--- src/sv/rtk_pkg.sv ---
package rtk_pkg;

    localparam int KEY_W   = 32;
    localparam int VAL_W   = 32;
    localparam int MODE_W  = 2;
    localparam int DIGIT_W = 8;
    localparam int FANOUT  = 256;

    localparam int LEVELS_DEF    = 4;
    localparam int NODE_POOL_DEF = 256;

    typedef enum logic [MODE_W-1:0] {
        MODE_SET    = 2'd0,
        MODE_LOOKUP = 2'd1,
        MODE_DELETE = 2'd2
    } mode_t;

    typedef enum logic [2:0] {
        ST_CLEAR,
        ST_IDLE,
        ST_READ,
        ST_WRITE,
        ST_RESP
    } state_t;

    typedef struct packed {
        logic [VAL_W-1:0] found_value;
        logic             status;
    } res_t;

endpackage

--- src/sv/rtk_ctrl.sv ---
module rtk_ctrl
    import rtk_pkg::*;
#(
    parameter int LEVELS    = LEVELS_DEF,
    parameter int NODE_POOL = NODE_POOL_DEF
)
(
    input  logic                                   clk,
    input  logic                                   rst_n,
    input  logic                                   in_valid,
    output logic                                   in_ready,
    input  logic [MODE_W-1:0]                      in_mode,
    input  logic [KEY_W-1:0]                       in_key,
    input  logic [VAL_W-1:0]                       in_value,
    output logic                                   res_valid,
    input  logic                                   res_ready,
    output res_t                                   res,
    output logic                                   mem_we,
    output logic [$clog2(NODE_POOL)+DIGIT_W-1:0]   mem_waddr,
    output logic [VAL_W-1:0]                       mem_wdata,
    output logic                                   mem_re,
    output logic [$clog2(NODE_POOL)+DIGIT_W-1:0]   mem_raddr,
    input  logic [VAL_W-1:0]                       mem_rdata
);

    localparam int NW    = $clog2(NODE_POOL);
    localparam int NFW   = $clog2(NODE_POOL + 1);
    localparam int AW    = NW + DIGIT_W;
    localparam int LW    = $clog2(LEVELS);
    localparam int DEPTH = NODE_POOL * FANOUT;

    state_t             state_reg, state_next;
    logic [AW-1:0]      clr_reg, clr_next;
    logic [NFW-1:0]     nf_reg, nf_next;
    logic [LW-1:0]      lvl_reg, lvl_next;
    mode_t              mode_reg, mode_next;
    logic [NW-1:0]      node_reg, node_next;
    logic [VAL_W-1:0]   value_reg, value_next;
    res_t               res_reg, res_next;
    logic [DIGIT_W-1:0] digit_reg [LEVELS];
    logic [DIGIT_W-1:0] digit_next [LEVELS];
    logic [DIGIT_W-1:0] digit_in [LEVELS];

    logic [LW-1:0]      lvl_inc;
    logic               is_leaf;
    logic               child_ok;
    logic [NW-1:0]      child;
    logic [LW-1:0]      need;
    logic [NFW-1:0]     remaining;

    always_comb
    begin
        for (int i = 0; i < LEVELS; i++)
        begin
            digit_in[i] = DIGIT_W'(64'(in_key) >> (DIGIT_W * (LEVELS - 1 - i)));
        end
    end

    assign lvl_inc   = lvl_reg + 1'b1;
    assign is_leaf   = (lvl_reg == LW'(LEVELS - 1));
    assign child     = mem_rdata[NW-1:0];
    // Slot contents outside the pool, or node zero, mean no child.
    assign child_ok  = (mem_rdata < VAL_W'(NODE_POOL)) && (child != '0);
    assign need      = LW'(LEVELS - 1) - lvl_reg;
    assign remaining = NFW'(NODE_POOL) - nf_reg;

    always_ff @(posedge clk or negedge rst_n)
    begin
        if (!rst_n)
        begin
            state_reg <= ST_CLEAR;
            clr_reg   <= '0;
            nf_reg    <= NFW'(1);
            lvl_reg   <= '0;
            mode_reg  <= MODE_SET;
        end
        else
        begin
            state_reg <= state_next;
            clr_reg   <= clr_next;
            nf_reg    <= nf_next;
            lvl_reg   <= lvl_next;
            mode_reg  <= mode_next;
        end
    end

    always_ff @(posedge clk)
    begin
        node_reg  <= node_next;
        value_reg <= value_next;
        res_reg   <= res_next;
        for (int i = 0; i < LEVELS; i++)
        begin
            digit_reg[i] <= digit_next[i];
        end
    end

    always_comb
    begin
        state_next = state_reg;
        clr_next   = clr_reg;
        nf_next    = nf_reg;
        lvl_next   = lvl_reg;
        mode_next  = mode_reg;
        node_next  = node_reg;
        value_next = value_reg;
        res_next   = res_reg;
        for (int i = 0; i < LEVELS; i++)
        begin
            digit_next[i] = digit_reg[i];
        end
        in_ready  = 1'b0;
        res_valid = 1'b0;
        mem_we    = 1'b0;
        mem_waddr = '0;
        mem_wdata = '0;
        mem_re    = 1'b0;
        mem_raddr = '0;

        unique case (state_reg)
            ST_CLEAR:
            begin
                mem_we    = 1'b1;
                mem_waddr = clr_reg;
                clr_next  = clr_reg + 1'b1;
                if (clr_reg == AW'(DEPTH - 1))
                begin
                    state_next = ST_IDLE;
                end
            end

            ST_IDLE:
            begin
                in_ready = 1'b1;
                if (in_valid)
                begin
                    mode_next  = mode_t'(in_mode);
                    value_next = (in_mode == MODE_DELETE) ? '0 : in_value;
                    lvl_next   = '0;
                    node_next  = '0;
                    res_next   = '0;
                    for (int i = 0; i < LEVELS; i++)
                    begin
                        digit_next[i] = digit_in[i];
                    end
                    if (in_mode == MODE_SET || in_mode == MODE_LOOKUP ||
                        in_mode == MODE_DELETE)
                    begin
                        mem_re     = 1'b1;
                        mem_raddr  = {NW'(0), digit_in[0]};
                        state_next = ST_READ;
                    end
                    else
                    begin
                        state_next = ST_RESP;
                    end
                end
            end

            ST_READ:
            begin
                if (is_leaf)
                begin
                    res_next.found_value = mem_rdata;
                    state_next           = ST_RESP;
                end
                else if (!child_ok)
                begin
                    if (mode_reg == MODE_LOOKUP)
                    begin
                        state_next = ST_RESP;
                    end
                    else if (32'(need) > 32'(remaining))
                    begin
                        // Not enough nodes left for the rest of the path.
                        res_next.status = 1'b1;
                        state_next      = ST_RESP;
                    end
                    else
                    begin
                        state_next = ST_WRITE;
                    end
                end
                else
                begin
                    node_next = child;
                    lvl_next  = lvl_inc;
                    if (mode_reg != MODE_LOOKUP && lvl_inc == LW'(LEVELS - 1))
                    begin
                        state_next = ST_WRITE;
                    end
                    else
                    begin
                        mem_re    = 1'b1;
                        mem_raddr = {child, digit_reg[lvl_inc]};
                    end
                end
            end

            ST_WRITE:
            begin
                mem_we    = 1'b1;
                mem_waddr = {node_reg, digit_reg[lvl_reg]};
                if (is_leaf)
                begin
                    mem_wdata  = value_reg;
                    state_next = ST_RESP;
                end
                else
                begin
                    // Link a fresh node; it was cleared after reset and never used.
                    mem_wdata = VAL_W'(nf_reg);
                    node_next = nf_reg[NW-1:0];
                    nf_next   = nf_reg + 1'b1;
                    lvl_next  = lvl_inc;
                end
            end

            ST_RESP:
            begin
                res_valid = 1'b1;
                if (res_ready)
                begin
                    state_next = ST_IDLE;
                end
            end

            default:
            begin
                state_next = ST_IDLE;
            end
        endcase
    end

    assign res = res_reg;

endmodule

--- config.mk ---
export PLATFORM = sky130hd
export DESIGN_NAME = rtk_ctrl
export DESIGN_NICKNAME = d
export VERILOG_FILES = /design/src/sv/rtk_pkg.sv /design/src/sv/rtk_ctrl.sv
export SDC_FILE = /design/constraint.sdc
export NUM_CORES = 1
export LEC_CHECK = 0
export ABC_AREA = 1
export BUFFER_PORTS_ARGS = -buffer_cell sky130_fd_sc_hd__buf_2
export CAP_MARGIN = 20
export CORE_MARGIN = 8
export CORE_UTILIZATION = 56
export CTS_CLUSTER_SIZE = 16
export DETAILED_ROUTE_END_ITERATION = 8
export PLACE_DENSITY = 0.93
export SYNTH_ARGS = -nofsm -noshare
export SYNTH_HDL_FRONTEND = slang
export SYNTH_SLANG_ARGS = --single-unit
--- constraint.sdc ---
create_clock -name clk -period 15.48 [get_ports clk]
set_clock_uncertainty 0.2 [all_clocks]
set_input_delay 0.774 -clock clk [delete_from_list [all_inputs] [get_ports clk]]
set_output_delay 0.774 -clock clk [all_outputs]
set_load 0.05 [all_outputs]
==> out/qor.yml <==
ys_types: 32
drc: 0
final_cell_mix: "buf_2, nor2_1, nand2_1"
start_kind: "register"
synth_ff_type: "edfxtp_1"
grt_pass1_wl_mm: 28.8
rsz0062_at_grt: "false"
p_int_mw: 0.883
ys_ff_latch: 137
syn_area_per_cell_um2: 8.91
synth_top_family_by_area: "simple AND/OR/NAND/NOR gates"
ys.warnings.count: 0
clkLatencyLatePin_ps: 420
power_density_mw_per_mm2: 174
grt_pass1_vias: 5890
wirelength_mm: 18.1
cp.arrival_ps: 4630
syn-cell-area_mm2: 0.00681
cts_made_buffers: 17
critPathCaptureType: "output port"
nNetsFinal: 1071
synth-compound-area-share_pct: 7.39
clock_power_share_pct: 27.1
netlist_top_cells_area: "edfxtp_1, dfrtp_1, nor2_1, nand2_1, inv_1"
synth_nets: 873
setup_viol: 0
drive_gt1_share_pct: 25.7
cts_tree: "yes"
cts_sinks: 137
crit_path_max_fanout: 35
max_cap_viol_count: 0
synthAdderAreaFrac_pct: 1.29
largest_register_ffs: 33
ctsRootBufferMaster: "clkbuf_16"
r2r_slack_ps: 11090
grt_max_degree: 67
grt_overflow: 0
hold_path_class: "in -> async"
maxSlewViolCount: 0
synth-edff-count: 105
cts_hold_buf: 0
syn_inst: 764
rows: 40
timing.hold.ws_ps: 224
diodes: 0
synth_simple_gate_area_share_pct: 21.5
drt_iter0_drc: 624
gp_congestion: 0.869
period_needed_ps: 5600
p_switching_mw: 0.602
setup_tns_ps: 0
crit_chain: "clkinv_1 -> ha_1 -> a211oi_2 -> nand4_1 -> o21ai_0 -> buf_2"
die_height_um: 126
cpMaxStageDelayCell: "clkinv_1"
post-cts-setup-buffer-count: 0
met2_usage_pct: 38.8
clk_pin_slew_ps: 60
via_per_inst: 5.21
finalHoldViolations: 0
fmaxAchievable_mhz: 178
yosysSeqAreaShare_pct: 58.1
top_usage_layer: "met2"
worst_pin_slew_ps: 996
synthDominantCellAreaShare_pct: 46.3
cts_max_level: 4
pwr-share-comb_pct: 35.6
die_area_mm2: 0.0159
yosys-mux-area-fraction_pct: 0
critPathRequiredTime_ps: 14510
slowest_delay_ps: 1060
hpwl_mm: 13.1
ys_async_sr_fraction_pct: 23.4
switching_share_pct: 40.5
antenna_found_initial: 0
ir_drop_v: 0.000100
min_period_over_period_pct: 36.2
p_leak_nw: 4.20
cts_buffer_depth: 2
start_util_pct: 56.9
syn_to_final_growth_pct: 25.5
globalRouteMet1Util_pct: 24.8
wl_per_cell_um: 16.1
grt_util_all_layers_pct: 22.9
p_seq_share_pct: 37.3
synth_top_area_cell: "edfxtp_1"
ios: 203
path_class: "reg -> out"
slew-limit-headroom_pct: 33.6
cts-resized-gates: 0
gr-usage-met3_pct: 10.0
final_common_cell: "buf_2"
dr_total_vias: 5851
synth_xor_area_share_pct: 2.57
core_area_mm2: 0.0120
io_buffers: 202
status: "completed"
die_x_um: 126
antenna_left: 0
firstDrtPassIters: 6
-- layout make-up --
class	count	area (µm²)
clock inverters	14	154
clock buffers	18	429
fillers	872	3420
multi-input cells	463	2240
flip-flops and latches	137	3960
well taps	147	184
repair buffers	207	1070
inverters	136	510
-- cells by family after synthesis --
group	count (synthesis)
compound gates	89
xor+xnor	20
fa+ha+maj	7
buf+inv	164
flops	137
simple gates	347
-- power groups by stage --
stage	Clock, mW	Combinational [mW]	Sequential, mW
floorplan	0	0.331	0.616
CTS	0.405	0.528	0.553
global route	0.422	0.579	0.564
global placement	0	0.509	0.555
detailed placement	0	0.522	0.559
finish	0.402	0.529	0.554
-- stage by stage --
stage	power, mW	cell area [µm²]	util, %	setup WS, ps	cells
finish	1.49	8540	71.4	9880	1122
global placement	1.06	7930	66.3	10650	1089
CTS	1.49	8540	71.4	9960	1122
detailed placement	1.08	7960	66.5	10420	1090
global route	1.57	8540	71.4	9440	1122
floorplan	0.947	6810	-	9540	764
-- synth_stat cells, types with 4 or more instances --
cell and n:
nand2_1 135, dfrtp_1 31, buf_2 4, inv_1 133, clkbuf_1 21, nor2_1 139
a21oi_1 19, a22oi_1 6, edfxtp_1 105, nand3_1 36, ha_1 7, o21ai_0 48
nand4_1 17, xor2_1 20, o22ai_1 8, nor3_1 7
-- critical path: cells and delay by family, from the launching register on --
| kind | cells | cell delay [ps] |
|---|---|---|
| DFF | 1 | 990 |
| buffers and inverters | 2 | 1380 |
| and+or+nand+nor | 1 | 650 |
| adders and majority gates | 1 | 560 |
| AOI/OAI and AO/OA | 2 | 630 |
-- metal layers --
metal / up-vias / routed length (µm)
met5: - / 0
met4: 0 / 475
met3: 36 / 1720
met2: 274 / 8900
met1: 2681 / 7000
li1: 2860 / -
-- final timing paths --
path | startpoint | endpoint | cells past startpoint
worst min register to register | mode_reg[1] | mode_reg[1] | 2
min in group clk | mode_reg[1] | mode_reg[1] | 2
worst max register to register | lvl_reg[0] | state_reg[0] | 8
worst min-delay path | rst_n | clr_reg[11] | 1
max in group asynchronous | rst_n | nf_reg[6] | 1
worst max-delay path | lvl_reg[0] | mem_raddr[6] | 6
No activity file was read; power rests on OpenSTA's default activity.
